File: src/rtl/core/ipv6tlv_pkg.sv
// ----------------------------------------------------------------------------
// ipv6tlv_pkg
// Types and constants shared by the IPv6 extension header TLV option parser.
// ----------------------------------------------------------------------------
package ipv6tlv_pkg;

    // One byte of an extension header with its per-header context.
    typedef struct packed {
        logic [7:0]  data_byte;
        logic        first_byte;
        logic        end_of_data;
        logic        hop_by_hop;
        logic [15:0] header_offset;
        logic        dest_multicast;
        logic        payload_len_zero;
        logic [31:0] packet_length;
    } t_in_item;

    // The verdict for one header.
    typedef struct packed {
        logic [1:0]  verdict;
        logic        problem_code;
        logic [16:0] problem_pointer;
        logic        router_alert_present;
        logic [16:0] router_alert_offset;
        logic        jumbo_present;
        logic [31:0] jumbo_length;
        logic        trim_needed;
        logic [11:0] header_bytes;
    } t_out_item;

    // Verdict codes.
    localparam logic [1:0] V_ACCEPT  = 2'd0;
    localparam logic [1:0] V_DROP    = 2'd1;
    localparam logic [1:0] V_PROBLEM = 2'd2;

    // Parameter problem codes.
    localparam logic PC_FIELD  = 1'b0;
    localparam logic PC_OPTION = 1'b1;

    // Option types with special handling.
    localparam logic [7:0] OPT_PAD1  = 8'h00;
    localparam logic [7:0] OPT_PADN  = 8'h01;
    localparam logic [7:0] OPT_RA    = 8'h05;
    localparam logic [7:0] OPT_JUMBO = 8'hC2;

    // Unknown option actions, from the top two type bits.
    localparam logic [1:0] ACT_SKIP          = 2'd0;
    localparam logic [1:0] ACT_DROP          = 2'd1;
    localparam logic [1:0] ACT_PROBLEM       = 2'd2;
    localparam logic [1:0] ACT_PROBLEM_UCAST = 2'd3;

    // Fixed option lengths and the jumbo alignment.
    localparam logic [7:0]  RA_LEN      = 8'd2;
    localparam logic [7:0]  JUMBO_LEN   = 8'd4;
    localparam logic [1:0]  JUMBO_ALIGN = 2'd2;
    localparam logic [32:0] BASE_HDR    = 33'd40;

    // Parse phases.
    typedef enum logic [2:0] {
        PH_IDLE = 3'd0,
        PH_HLEN = 3'd1,
        PH_TYPE = 3'd2,
        PH_LEN  = 3'd3,
        PH_BODY = 3'd4,
        PH_SKIP = 3'd5
    } t_phase;

    // Parser state carried from one byte to the next.
    typedef struct packed {
        t_phase      phase;
        logic [11:0] header_total;
        logic [11:0] byte_position;
        logic [11:0] option_start;
        logic [7:0]  option_type;
        logic [7:0]  option_length;
        logic [31:0] jumbo_acc;
        logic [15:0] hdr_offset;
        logic        hop;
        logic        mcast;
        logic        plz;
        logic [2:0]  found;
        logic [16:0] alert_offset;
        logic [1:0]  err_verdict;
        logic        err_code;
        logic [16:0] err_pointer;
    } t_parse_state;

endpackage

File: src/rtl/core/ipv6tlv_step.sv
// ----------------------------------------------------------------------------
// ipv6tlv_step
// Per-byte parse logic: from the current state and one header byte it forms
// the next state and, when the header is finished, the verdict.
// ----------------------------------------------------------------------------
module ipv6tlv_step (
    input  ipv6tlv_pkg::t_parse_state i_state,
    input  ipv6tlv_pkg::t_in_item     i_item,
    output ipv6tlv_pkg::t_parse_state o_next_state,
    output logic                      o_emit,
    output ipv6tlv_pkg::t_out_item    o_result
);
    import ipv6tlv_pkg::*;

    t_parse_state n_st;
    logic [11:0]  w_pos;
    logic [16:0]  w_optoff;
    logic [11:0]  w_remaining;
    logic [7:0]   w_len_dec;
    logic [31:0]  w_jacc;
    logic [32:0]  w_jsum;
    logic [32:0]  w_plen;
    logic         w_is_jumbo;
    logic         w_last;
    logic         w_emit;
    logic [1:0]   w_emit_v;
    logic         w_fail;
    logic [1:0]   w_fail_v;
    logic         w_fail_code;
    logic [16:0]  w_fail_ptr;
    logic         w_acc;
    logic [7:0]   b;

    // Values derived from the state and the current byte.
    always_comb begin
        b           = i_item.data_byte;
        w_pos       = i_state.byte_position + 12'd1;
        w_optoff    = 17'(i_state.hdr_offset) + 17'(i_state.option_start);
        w_remaining = i_state.header_total - i_state.option_start;
        w_len_dec   = i_state.option_length - 8'd1;
        w_jacc      = {i_state.jumbo_acc[23:0], i_item.data_byte};
        w_jsum      = 33'(w_jacc) + BASE_HDR;
        w_plen      = 33'(i_item.packet_length);
        w_is_jumbo  = i_state.hop && (i_state.option_type == OPT_JUMBO);
    end

    // Next state and the decision to give a verdict.
    always_comb begin
        n_st        = i_state;
        w_emit      = 1'b0;
        w_emit_v    = V_ACCEPT;
        w_fail      = 1'b0;
        w_fail_v    = V_DROP;
        w_fail_code = PC_FIELD;
        w_fail_ptr  = '0;
        w_last      = 1'b0;
        if (i_item.first_byte) begin
            // A new header clears everything and latches its context.
            n_st            = '0;
            n_st.phase      = PH_HLEN;
            n_st.hdr_offset = i_item.header_offset;
            n_st.hop        = i_item.hop_by_hop;
            n_st.mcast      = i_item.dest_multicast;
            n_st.plz        = i_item.payload_len_zero;
            if (i_item.end_of_data) begin
                w_emit     = 1'b1;
                w_emit_v   = V_DROP;
                n_st.phase = PH_IDLE;
            end
        end else if (i_state.phase != PH_IDLE) begin
            n_st.byte_position = w_pos;
            unique case (i_state.phase)
                PH_HLEN: begin
                    n_st.header_total = {9'(b) + 9'd1, 3'b000};
                    n_st.phase        = PH_TYPE;
                end
                PH_TYPE: begin
                    n_st.option_start = w_pos;
                    n_st.option_type  = b;
                    if (b != OPT_PAD1) begin
                        n_st.phase = PH_LEN;
                    end
                end
                PH_LEN: begin
                    n_st.option_length = b;
                    if ((13'(b) + 13'd2) > 13'(w_remaining)) begin
                        // Option runs past the end of the header.
                        w_fail = 1'b1;
                    end else if (i_state.option_type != OPT_PADN) begin
                        if (i_state.hop && (i_state.option_type == OPT_RA)) begin
                            if (b != RA_LEN) begin
                                w_fail = 1'b1;
                            end else begin
                                n_st.found[0]     = 1'b1;
                                n_st.alert_offset = w_optoff;
                            end
                        end else if (w_is_jumbo) begin
                            if ((b != JUMBO_LEN) || (w_optoff[1:0] != JUMBO_ALIGN)) begin
                                w_fail = 1'b1;
                            end else begin
                                n_st.jumbo_acc = '0;
                            end
                        end else begin
                            // Unknown option: the top two type bits pick the action.
                            unique case (i_state.option_type[7:6])
                                ACT_SKIP: ;
                                ACT_DROP: w_fail = 1'b1;
                                ACT_PROBLEM: begin
                                    w_fail      = 1'b1;
                                    w_fail_v    = V_PROBLEM;
                                    w_fail_code = PC_OPTION;
                                    w_fail_ptr  = w_optoff;
                                end
                                ACT_PROBLEM_UCAST: begin
                                    w_fail = 1'b1;
                                    if (!i_state.mcast) begin
                                        w_fail_v    = V_PROBLEM;
                                        w_fail_code = PC_OPTION;
                                        w_fail_ptr  = w_optoff;
                                    end
                                end
                                default: ;
                            endcase
                        end
                    end
                    if (!w_fail) begin
                        n_st.phase = (b == 8'd0) ? PH_TYPE : PH_BODY;
                    end
                end
                PH_BODY: begin
                    if (w_is_jumbo) begin
                        n_st.jumbo_acc = w_jacc;
                    end
                    n_st.option_length = w_len_dec;
                    if (w_len_dec == 8'd0) begin
                        n_st.phase = PH_TYPE;
                        // Jumbo value complete: range, payload length and size checks.
                        if (w_is_jumbo) begin
                            if (w_jacc[31:16] == 16'd0) begin
                                w_fail      = 1'b1;
                                w_fail_v    = V_PROBLEM;
                                w_fail_ptr  = w_optoff + 17'd2;
                            end else if (!i_state.plz) begin
                                w_fail      = 1'b1;
                                w_fail_v    = V_PROBLEM;
                                w_fail_ptr  = w_optoff;
                            end else if (w_jsum > w_plen) begin
                                w_fail = 1'b1;
                            end else begin
                                n_st.found[1] = 1'b1;
                                n_st.found[2] = (w_jsum < w_plen);
                            end
                        end
                    end
                end
                default: ;
            endcase

            // The first error is held; the rest of the header is only counted.
            if (w_fail) begin
                if (i_state.err_verdict == V_ACCEPT) begin
                    n_st.err_verdict = w_fail_v;
                    n_st.err_code    = w_fail_code;
                    n_st.err_pointer = w_fail_ptr;
                end
                n_st.phase = PH_SKIP;
            end

            // Last header byte gives the verdict; a buffer that ends early drops.
            w_last = (n_st.header_total != 12'd0) &&
                     (w_pos == n_st.header_total - 12'd1);
            if (w_last) begin
                w_emit = 1'b1;
                if (n_st.err_verdict != V_ACCEPT) begin
                    w_emit_v = n_st.err_verdict;
                end else if (n_st.phase == PH_TYPE) begin
                    w_emit_v = V_ACCEPT;
                end else begin
                    w_emit_v = V_DROP;
                end
                n_st.phase = PH_IDLE;
            end else if (i_item.end_of_data) begin
                w_emit     = 1'b1;
                w_emit_v   = V_DROP;
                n_st.phase = PH_IDLE;
            end
        end
    end

    // Result fields, masked by the verdict.
    always_comb begin
        w_acc                         = (w_emit_v == V_ACCEPT);
        o_result.verdict              = w_emit_v;
        o_result.problem_code         = (w_emit_v == V_PROBLEM) ? n_st.err_code : PC_FIELD;
        o_result.problem_pointer      = (w_emit_v == V_PROBLEM) ? n_st.err_pointer : '0;
        o_result.router_alert_present = w_acc && n_st.found[0];
        o_result.router_alert_offset  = (w_acc && n_st.found[0]) ? n_st.alert_offset : '0;
        o_result.jumbo_present        = w_acc && n_st.found[1];
        o_result.jumbo_length         = (w_acc && n_st.found[1]) ? n_st.jumbo_acc : '0;
        o_result.trim_needed          = w_acc && n_st.found[1] && n_st.found[2];
        o_result.header_bytes         = n_st.header_total;
    end

    assign o_next_state = n_st;
    assign o_emit       = w_emit;

endmodule

File: src/rtl/core/ipv6_tlv_option_parser_core.sv
// ----------------------------------------------------------------------------
// ipv6_tlv_option_parser_core
// Walks the TLV options of an IPv6 hop-by-hop or destination options header
// and gives at most one verdict per header.
// ----------------------------------------------------------------------------
// Usage:
// The input channel carries one header byte per item, starting at the
// next-header byte; first_byte marks the start of a header and latches the
// per-header context (mode, offset, multicast, zero payload length).
// The output channel carries at most one verdict item per header, given on the last
// header byte, or on the byte flagged end_of_data if the buffer ends first.
// Bytes that arrive outside a header are ignored and give no item.
// Throughput is one byte per cycle while the output does not stall: each byte
// passes through an input register, the parse logic and a result register.
// A verdict passes the input register and then the result register before
// it appears on the outputs.
// A stalled verdict stays in the result register. The input register can
// take one more byte, and the input then stalls until the receiver takes the
// verdict, since no byte moves on while the result register is held.
// Reset returns the parser to idle, empties both registers and clears all
// held header state.
// ----------------------------------------------------------------------------
module ipv6_tlv_option_parser_core (
    input  logic                   i_clk,
    input  logic                   i_rst_n,
    input  logic                   i_in_valid,
    output logic                   o_in_stall,
    input  ipv6tlv_pkg::t_in_item  i_in_item,
    output logic                   o_out_valid,
    input  logic                   i_out_stall,
    output ipv6tlv_pkg::t_out_item o_out_item
);
    import ipv6tlv_pkg::*;

    t_in_item     r_in;
    logic         r_in_valid;
    t_parse_state r_st;
    t_parse_state n_st;
    t_out_item    r_out;
    logic         r_out_valid;
    t_out_item    w_result;
    logic         w_emit;
    logic         w_advance;

    // A byte moves on when the result register is free or being emptied.
    assign w_advance  = r_in_valid && (!r_out_valid || !i_out_stall);
    assign o_in_stall = r_in_valid && !w_advance;

    ipv6tlv_step u_step (
        .i_state      (r_st),
        .i_item       (r_in),
        .o_next_state (n_st),
        .o_emit       (w_emit),
        .o_result     (w_result)
    );

    // Input register.
    always_ff @(posedge i_clk) begin
        if (!i_rst_n) begin
            r_in_valid <= 1'b0;
        end else if (i_in_valid && !o_in_stall) begin
            r_in_valid <= 1'b1;
        end else if (w_advance) begin
            r_in_valid <= 1'b0;
        end
    end

    always_ff @(posedge i_clk) begin
        if (i_in_valid && !o_in_stall) begin
            r_in <= i_in_item;
        end
    end

    // Parser state.
    always_ff @(posedge i_clk) begin
        if (!i_rst_n) begin
            r_st <= '0;
        end else if (w_advance) begin
            r_st <= n_st;
        end
    end

    // Result register.
    always_ff @(posedge i_clk) begin
        if (!i_rst_n) begin
            r_out_valid <= 1'b0;
        end else if (w_advance && w_emit) begin
            r_out_valid <= 1'b1;
        end else if (!i_out_stall) begin
            r_out_valid <= 1'b0;
        end
    end

    always_ff @(posedge i_clk) begin
        if (w_advance && w_emit) begin
            r_out <= w_result;
        end
    end

    assign o_out_valid = r_out_valid;
    assign o_out_item  = r_out;

`ifndef SYNTHESIS
    // A verdict formed by the parse logic lands in the result register.
    a_emit_lands: assert property (@(posedge i_clk) disable iff (!i_rst_n)
        (w_advance && w_emit) |=> o_out_valid)
        else $error("verdict formed but result register not loaded");

    // Only an accepted header reports router alert or jumbo information.
    a_accept_only: assert property (@(posedge i_clk) disable iff (!i_rst_n)
        (o_out_valid && (o_out_item.verdict != V_ACCEPT)) |->
        (!o_out_item.router_alert_present && !o_out_item.jumbo_present &&
         !o_out_item.trim_needed))
        else $error("option flags reported on a dropped header");

    // A trim request always comes with an accepted jumbo option.
    a_trim_jumbo: assert property (@(posedge i_clk) disable iff (!i_rst_n)
        (o_out_valid && o_out_item.trim_needed) |-> o_out_item.jumbo_present)
        else $error("trim flagged without jumbo payload");

    // Problem code and pointer are only set for a parameter problem.
    a_problem_fields: assert property (@(posedge i_clk) disable iff (!i_rst_n)
        (o_out_valid && (o_out_item.verdict != V_PROBLEM)) |->
        ((o_out_item.problem_code == PC_FIELD) && (o_out_item.problem_pointer == '0)))
        else $error("problem fields set without parameter problem verdict");
`endif

endmodule

File: config.mk
export PLATFORM = sky130hd
export DESIGN_NAME = ipv6_tlv_option_parser_core
export DESIGN_NICKNAME = d
export VERILOG_FILES = /design/src/rtl/core/ipv6tlv_pkg.sv /design/src/rtl/core/ipv6tlv_step.sv /design/src/rtl/core/ipv6_tlv_option_parser_core.sv
export SDC_FILE = /design/constraint.sdc
export NUM_CORES = 1
export LEC_CHECK = 0
export BUFFER_PORTS_ARGS = -buffer_cell sky130_fd_sc_hd__buf_2
export CORE_MARGIN = 2
export CORE_UTILIZATION = 60
export DETAILED_ROUTE_END_ITERATION = 10
export MAX_ROUTING_LAYER = met4
export PLACE_DENSITY_LB_ADDON = 0.05
export SETUP_SLACK_MARGIN = 0.05
export SLEW_MARGIN = 15
export SYNTH_ARGS = -nofsm -noshare
export SYNTH_HDL_FRONTEND = slang
export SYNTH_SLANG_ARGS = --single-unit
File: constraint.sdc
create_clock -name i_clk -period 7.83 [get_ports i_clk]
set_input_delay 0.783 -clock i_clk [delete_from_list [all_inputs] [get_ports i_clk]]
set_output_delay 0.783 -clock i_clk [all_outputs]
set_load 0.02 [all_outputs]
# Word-level counts from Yosys, hierarchy flattened

Index checks and enable logic that the tools add are counted.

Add/subtract/negate cells: 9
Multipliers: 0
Divide/modulo/power cells: 0
$lt $le $gt $ge: 3
Equality and inequality tests: 17
Shift-type cells: 0
Multiplexer cells: 102
Bitwise gates (word level): 0
Reduce and logical (&&, ||, !) cells: 34

Operators by type and width:

| operator                | count |
|---|---|
| $mux W32                | 6 |
| $mux W87                | 2 |
| $mux W17                | 9 |
| $mux W20                | 5 |
| $mux W18                | 5 |
| $mux W40                | 2 |
| $pmux W40 S2            | 1 |
| $pmux W17 S2            | 2 |
| $mux W2                 | 19 |
| $mux W12                | 3 |
| $mux W1                 | 34 |
| $add A32 B6 Y33 const B | 1 |
| $gt A33 B32 Y1          | 1 |
| $lt A33 B32 Y1          | 1 |
| $mux W3                 | 9 |
| $add A16 B12 Y17        | 1 |
| $add A17 B2 Y17 const B | 1 |
| $logic_not A16 Y1       | 1 |
| $logic_not A8 Y1        | 2 |
| $gt A13 B12 Y1          | 1 |
| $add A12 B1 Y12 const B | 1 |
| $eq A12 B12 Y1          | 1 |
| $pmux W3 S4             | 1 |
| $reduce_bool A12 Y1     | 1 |
| 29 further kinds        | 55 |

Register bits: 293
Latch bits: 0
RAM bits: 0
Memory bits (read-only): 0
Output and inout bits: 86
Word-level logic and storage cells: 200
Memories: 0

# Depth between registers and ports, before layout

Depth in word-level cells: 26
Mapped depth: 25
Gate-level depth less buffers: 22

# Hierarchy

From an unflattened synthesis, not the netlist that was laid out.

Cells, all modules: 1946
Area total of the unflattened synthesis: 18076.1 um2

Modules (own cells, without submodules):

| module                      | times used | cells an instance | area an instance (um2) | sequential area each (um2) |
|---|---|---|---|---|
| ipv6_tlv_option_parser_core | 1          | 788               | 10411.2                | 7317.0 |
| ipv6tlv_step                | 1          | 1158              | 7664.9                 | 0.0 |

# Worst setup path before layout

No wires, ideal clock.

Path kind: reg-to-reg
Start point: register r_st[144] in the netlist's numbering
End point: register r_out (netlist bit o_out_item[0]), enable pin
Library setup time: 0.438 ns
Arrival: 5.286 ns
Setup slack: 2.107 ns
Cell stages (with the launch flop): 17
Period minus slack after synthesis: 5.723 ns
Cell sequence: dfxtp_1 buf_4 or3b_1 buf_6 nand2_1 ha_1 or3b_2 or4_1 nand2_1 nand3_1 xnor2_1 or4_1 or3_1 buf_2 nor2_1 o21ai_0 inv_1

Longest elaborated chain between the ends: 11
Elaborated cells on any way between the ends: 13
Those cells by class: 1 x add/sub; 2 x eq/ne; 6 x mux; 4 x reduce/logical

Ends and longest elaborated chain:

| element                 | line                              | source |
|---|---|---|
| from (decl)             | ipv6_tlv_option_parser_core.sv:37 | `t_parse_state r_st;` |
| from (signal assigned)  | ipv6_tlv_option_parser_core.sv:79 | `r_st <= n_st;` |
| $eq A3 B1 Y1            | ipv6tlv_step.sv:72                | `unique case (i_state.phase)` |
| $mux W12                | ipv6tlv_step.sv:72                |  |
| $mux W12                | ipv6tlv_step.sv:70                | `end else if (i_state.phase != PH_IDLE) begin` |
| $mux W12                | ipv6tlv_step.sv:57                | `if (i_item.first_byte) begin` |
| $sub A12 B1 Y12         | ipv6tlv_step.sv:171               | `(w_pos == n_st.header_total - 12'd1);` |
| $eq A12 B12 Y1          | ipv6tlv_step.sv:171               |  |
| $logic_and A1 B1 Y1     | ipv6tlv_step.sv:170               | `w_last = (n_st.header_total != 12'd0) &&` |
| $mux W1                 | ipv6tlv_step.sv:172               | `if (w_last) begin` |
| $mux W1 (*)             | ipv6tlv_step.sv:70                |  |
| $mux W1 (*)             | ipv6tlv_step.sv:57                |  |
| $logic_and A1 B1 Y1 (*) | ipv6_tlv_option_parser_core.sv:95 | `if (w_advance && w_emit) begin` |
| to (signal assigned)    | ipv6_tlv_option_parser_core.sv:96 | `r_out <= w_result;` |
| to (decl)               | ipv6_tlv_option_parser_core.sv:39 | `t_out_item r_out;` |

Every way passes the cells marked *; elsewhere a longest branch is shown, timed or not. The select of a mux whose other input is x is not followed.
A chain may end at the register's enable or synchronous reset.

# Final worst setup path

Start point: register r_in[57] in the netlist's numbering
End point: register r_out (netlist bit o_out_item[58]), data pin

Longest elaborated chain between the ends: 24
Elaborated cells on any way between the ends: 63
Those cells by class: 4 x add/sub; 2 x order compare; 4 x eq/ne; 45 x mux; 8 x reduce/logical

Ends and longest elaborated chain:

| element                                                                  | line                              | source |
|---|---|---|
| from (decl)                                                              | ipv6_tlv_option_parser_core.sv:35 | `t_in_item r_in;` |
| from (signal assigned)                                                   | ipv6_tlv_option_parser_core.sv:70 | `r_in <= i_in_item;` |
| parallel branches: the longest is 24 deep, another holds $add A32 B6 Y33 | n/a                               |  |

Parallel ways; which one is timed is not known. The select of a mux whose other input is x is not followed.

==> run summary <==
Detailed placement ended at an HPWL of 30,700 µm. The relative slew slack came out at 25.9%. The adder-cell area share of the yosys netlist is 5.92%. The area enclosed by the die boundary is 28,500 µm². By area, the combinational part of the netlist is dominated by simple AND/OR/NAND/NOR gates. In the routed layout, each cell is associated on average with a via count of 6.12. The largest stage delay on the critical path came out at 0.88 ns. The number of buffers and inverters on the critical path is 0. The effective utilization at floorplan came out at 60.9%. The category of the worst setup path launch point is a flop. The number of input and output port buffers inserted came out at 150. The number of sinks on the clock net came out at 293. The number of hold-repair buffers added at the cts stage came out at 0. Overall power consumption after layout is estimated at 3.34 mW.

The area of combinational cells with multiple inputs came out at 8240 µm². The clock share of power came out at 42.6%. The congestion estimate from routability-driven global placement came to 0.954. The number of cells on the worst reg-to-reg path came out at 15. For this run, the total global-route usage over all layers was measured as 30.4%. The remaining antenna violation count after routing came out at 0.

Yosys printed 0 warnings. The startpoint identified for the worst register-to-register timing path is r_in[57]. The number of max-slew violations in the final report came to 0. The most used cell along the critical path is sky130_fd_sc_hd__a21oi_1.

The total routed wirelength is 42,600 µm. The total of max-cap violations came out at 0. The number of clock buffers inserted by TritonCTS is 31. The count of antenna diodes in the layout came out at 0. TritonCTS built the clock tree.

The number of gates resized after CTS was 0. The number of antenna violations at the first check in global routing came to 0. Combinational logic burns 7.5% of the power. Setup violations remaining at the end of the flow were counted as 0. The floorplan has 60 rows. The complex-gate fraction of the synthesized area is 17.3%. The floorplan core area came out at 26,800 µm².

The number of iterations in the first detailed-routing pass came out at 5. The post-synthesis to final-layout area growth is 11.2%. The largest buffer count on any clock path came out at 3. The top-level port count is 151. The finished cells cover 18,100 µm². The final critical-path required period came out at 6.22 ns. The detailed router finished its first iteration with 1,266 violations. The most used flip-flop cell after synthesis is sky130_fd_sc_hd__dfxtp_1. The final routed DRC violation total is 0. Clock tree synthesis selected as its root buffer the cell sky130_fd_sc_hd__clkbuf_16. The switching power summed over all nets is 0.771 mW. The simple-gate share of the synthesized area is 21.2%. The final hold violation count is 0.

The cell accounting for the most synthesized area is sky130_fd_sc_hd__edfxtp_1. The sequential cell area came out at 7320 µm². The overall via count from detail_route is 13,400.

The path with the worst hold slack has its endpoint at r_in[55]. The total negative slack for setup checks came out at 0 ns. The flow ran to the end, and the final reports show no timing, DRC or antenna violations.

The share of the synthesized netlist area taken by xor and xnor gates is 4.89%. The global-route wire length before repair came out at 66,900 µm. The critical path in this run is classified as flop to flop. The final worst setup slack is 1.61 ns. The critical path goes through a21oi_1, or2_2, nor3_1, nand4_1, xnor2_1, ha_1, nand3_1, or4_1, o211ai_1, a21oi_1, or3_1, and2_0, a211oi_1, o31a_2, a2111oi_0. The post-route core utilization is 67.7%. The actual transition at the worst max-transition pin is 1.10 ns. The combined area of all synthesized cells came out at 16,300 µm². The via count of the first global-routing pass came to 12,500.

The number of fill cells is 2,181. The post-synthesis instance total is 1,740. The fraction of power spent switching nets is 23.1%. The endpoint identified for the worst register-to-register timing path is o_out_item[58]. The routed wirelength normalized by instance count is 19.4 µm. The synthesized netlist net count came out at 1,881. The horizontal extent of the die is 169 µm. Tracing the worst setup path back leads to its startpoint at r_in[57]. The setup slack of the most critical reg-to-reg path came out at 1.61 ns. The fraction of synthesized cell area taken by the top area cell type came out at 26.7%. The share of synthesized area occupied by flip-flops and latches is 44.9%. Sequential cells account for 49.9% of the total power. The post-synthesis async set-or-reset flop share came out at 0%.

The CTS H-tree depth is 1. The buffers inserted during post-CTS setup optimization came out at 0. The number of cells on the worst hold path is 1. The internal portion of total power came out at 2.57 mW. Setup repair after global routing left no endpoint under its margin. The worst endpoint data arrival time came out at 6.46 ns. Among all stages on the critical path, the largest delay is contributed by sky130_fd_sc_hd__o31a_2.

The post-route clock skew came out at 0.00839 ns. Entering global routing, the biggest net connects 75 pins. The type of the tightest min-delay check is primary input to flop.

Sorting the synthesized cells by area gives the leading types as sky130_fd_sc_hd__edfxtp_1 (27%), sky130_fd_sc_hd__dfxtp_1 (18%), sky130_fd_sc_hd__ha_1 (5.7%). Measured against the total synthesized area, the mux share comes to 0.921%. The setup slack after placement came out at 1.62 ns. Counting flops with a built-in enable in the synthesized netlist gives 145.

The share of layout cells above drive strength 1 is 13.5%. The highest net fanout along the worst path is 52. The post-synthesis area per instance came out at 9.37 µm². The leakage power summed over all cells is 6.55 nW.

Timing would allow up to 161 MHz. The height of the chip came out at 169 µm. The number of library cell types mapped by synthesis came out at 83.

The worst setup path is captured at a flop. In this run the cell area measured after placement is 17,200 µm². The startpoint of the lowest-slack hold path is i_in_item[55]. The share of the clock period used by the worst path after layout came out at 79.4%. The number of standard cells in the final layout excluding fillers is 2,191.

The worst-skew pair later-pin latency came out at 0.55 ns. The net total in the final layout is 1,967. The worst slack on hold paths is 0.404 ns.

The clock edge transition at the registers on the reported setup and hold paths came out at 0.06 ns. The cell area power density is 184 nW/µm². The number of placed instances, taps included, is 2,134.

The required time at the worst-slack endpoint came out at 8.06 ns. The worst ir drop on vdd came out at 0.207 mV. In this design, the largest share of critical-path delay is due to simple AND/OR/NAND/NOR gates.

The remaining global-route overflow is 0. The post-synthesis register bit count came out at 293.
## layout by cell type (no fill, tap or decap), types with 14 or more instances in the layout
| cell type | count |
|---|---|
| sky130_fd_sc_hd__nor3_1 | 41 |
| sky130_fd_sc_hd__clkbuf_16 | 31 |
| sky130_fd_sc_hd__a22oi_1 | 72 |
| sky130_fd_sc_hd__dfxtp_1 | 148 |
| sky130_fd_sc_hd__a21oi_1 | 56 |
| sky130_fd_sc_hd__buf_4 | 19 |
| sky130_fd_sc_hd__and3_1 | 18 |
| sky130_fd_sc_hd__nor4_1 | 24 |
| sky130_fd_sc_hd__mux2i_1 | 15 |
| sky130_fd_sc_hd__buf_2 | 150 |
| sky130_fd_sc_hd__a21boi_0 | 38 |
| sky130_fd_sc_hd__xnor2_1 | 51 |
| sky130_fd_sc_hd__a22o_1 | 37 |
| sky130_fd_sc_hd__ha_1 | 74 |
| sky130_fd_sc_hd__nand4_1 | 23 |
| sky130_fd_sc_hd__nand3_1 | 63 |
| sky130_fd_sc_hd__nor2b_1 | 94 |
| sky130_fd_sc_hd__o21ai_0 | 67 |
| sky130_fd_sc_hd__and4_1 | 15 |
| sky130_fd_sc_hd__a31oi_1 | 17 |
| sky130_fd_sc_hd__xor2_1 | 33 |
| sky130_fd_sc_hd__edfxtp_1 | 145 |
| sky130_fd_sc_hd__nand2_1 | 180 |
| sky130_fd_sc_hd__o22ai_1 | 14 |
| sky130_fd_sc_hd__nor2_1 | 128 |
| sky130_fd_sc_hd__inv_1 | 74 |
| sky130_fd_sc_hd__and2_1 | 22 |
| sky130_fd_sc_hd__a211oi_1 | 16 |
## area by class of cell
cell class / instances / area share, %
multi-input combinational: 1255 / 45.4
sequential: 293 / 40.3
timing repair buffer: 169 / 4.92
clock buffer: 43 / 4.58
tap: 341 / 2.35
inverter: 76 / 1.58
clock inverter: 14 / 0.828
## cells in the mapped netlist, types with 5 or more instances
cell	instances
sky130_fd_sc_hd__a211o_1	5
sky130_fd_sc_hd__a211oi_1	16
sky130_fd_sc_hd__a21boi_0	38
sky130_fd_sc_hd__a21o_1	10
sky130_fd_sc_hd__a21oi_1	57
sky130_fd_sc_hd__a221oi_1	5
sky130_fd_sc_hd__a22o_1	37
sky130_fd_sc_hd__a22oi_1	72
sky130_fd_sc_hd__a31oi_1	17
sky130_fd_sc_hd__and2_1	22
sky130_fd_sc_hd__and3_1	18
sky130_fd_sc_hd__and4_1	15
sky130_fd_sc_hd__buf_1	7
sky130_fd_sc_hd__buf_2	13
sky130_fd_sc_hd__buf_4	5
sky130_fd_sc_hd__buf_6	5
sky130_fd_sc_hd__clkbuf_1	86
sky130_fd_sc_hd__dfxtp_1	148
sky130_fd_sc_hd__edfxtp_1	145
sky130_fd_sc_hd__ha_1	74
sky130_fd_sc_hd__inv_1	75
sky130_fd_sc_hd__mux2i_1	15
sky130_fd_sc_hd__nand2_1	180
sky130_fd_sc_hd__nand2b_1	11
sky130_fd_sc_hd__nand3_1	63
sky130_fd_sc_hd__nand4_1	23
sky130_fd_sc_hd__nor2_1	131
sky130_fd_sc_hd__nor2b_1	95
sky130_fd_sc_hd__nor3_1	41
sky130_fd_sc_hd__nor3b_1	9
sky130_fd_sc_hd__nor4_1	24
sky130_fd_sc_hd__o21a_1	11
sky130_fd_sc_hd__o21ai_0	67
sky130_fd_sc_hd__o22ai_1	14
sky130_fd_sc_hd__o31ai_1	10
sky130_fd_sc_hd__or2_2	8
sky130_fd_sc_hd__or3_1	6
sky130_fd_sc_hd__or4_1	7
sky130_fd_sc_hd__xnor2_1	51
sky130_fd_sc_hd__xor2_1	33
## layer usage
layer / vias up / global-route usage [%] / part of all wire (%)
met1: 6298 / 41.7 / 45
met3: 100 / 5.92 / 7.6
li1: 6477 / - / -
met5: - / - / 0
met4: 0 / 9.75 / 3.3
met2: 528 / 45.5 / 44
## power groups by stage
stage | combinational, mW | sequential, mW | clock, mW
6_report | 0.252 | 1.67 | 1.42
3_3_place_gp | 0.245 | 1.70 | 0
2_1_floorplan | 0.161 | 1.70 | 0
4_1_cts | 0.250 | 1.67 | 1.44
3_5_place_dp | 0.248 | 1.70 | 0
5_1_grt | 0.274 | 1.67 | 1.50
## cell families after synthesis
family	count (synthesis)
flops	293
compound gates	402
fa+ha+maj	76
buf+inv	192
xor+xnor	87
mux	15
simple gates	675
## how the worst max path moves through the flow
stage | to | cells after the start
2_1_floorplan | o_out_item[0] | 16
3_3_place_gp | o_out_item[58] | 15
3_5_place_dp | o_out_item[58] | 15
4_1_cts | o_out_item[58] | 15
5_1_grt | o_out_item[58] | 15
6_report | o_out_item[58] | 15
## sequential cells by signal, indices dropped and copies added, names as in the netlist
name / count
r_st: 146
o_out_item: 84
r_in: 61
o_out_valid: 1
r_in_valid: 1
Power figures use the tool's default switching activity.
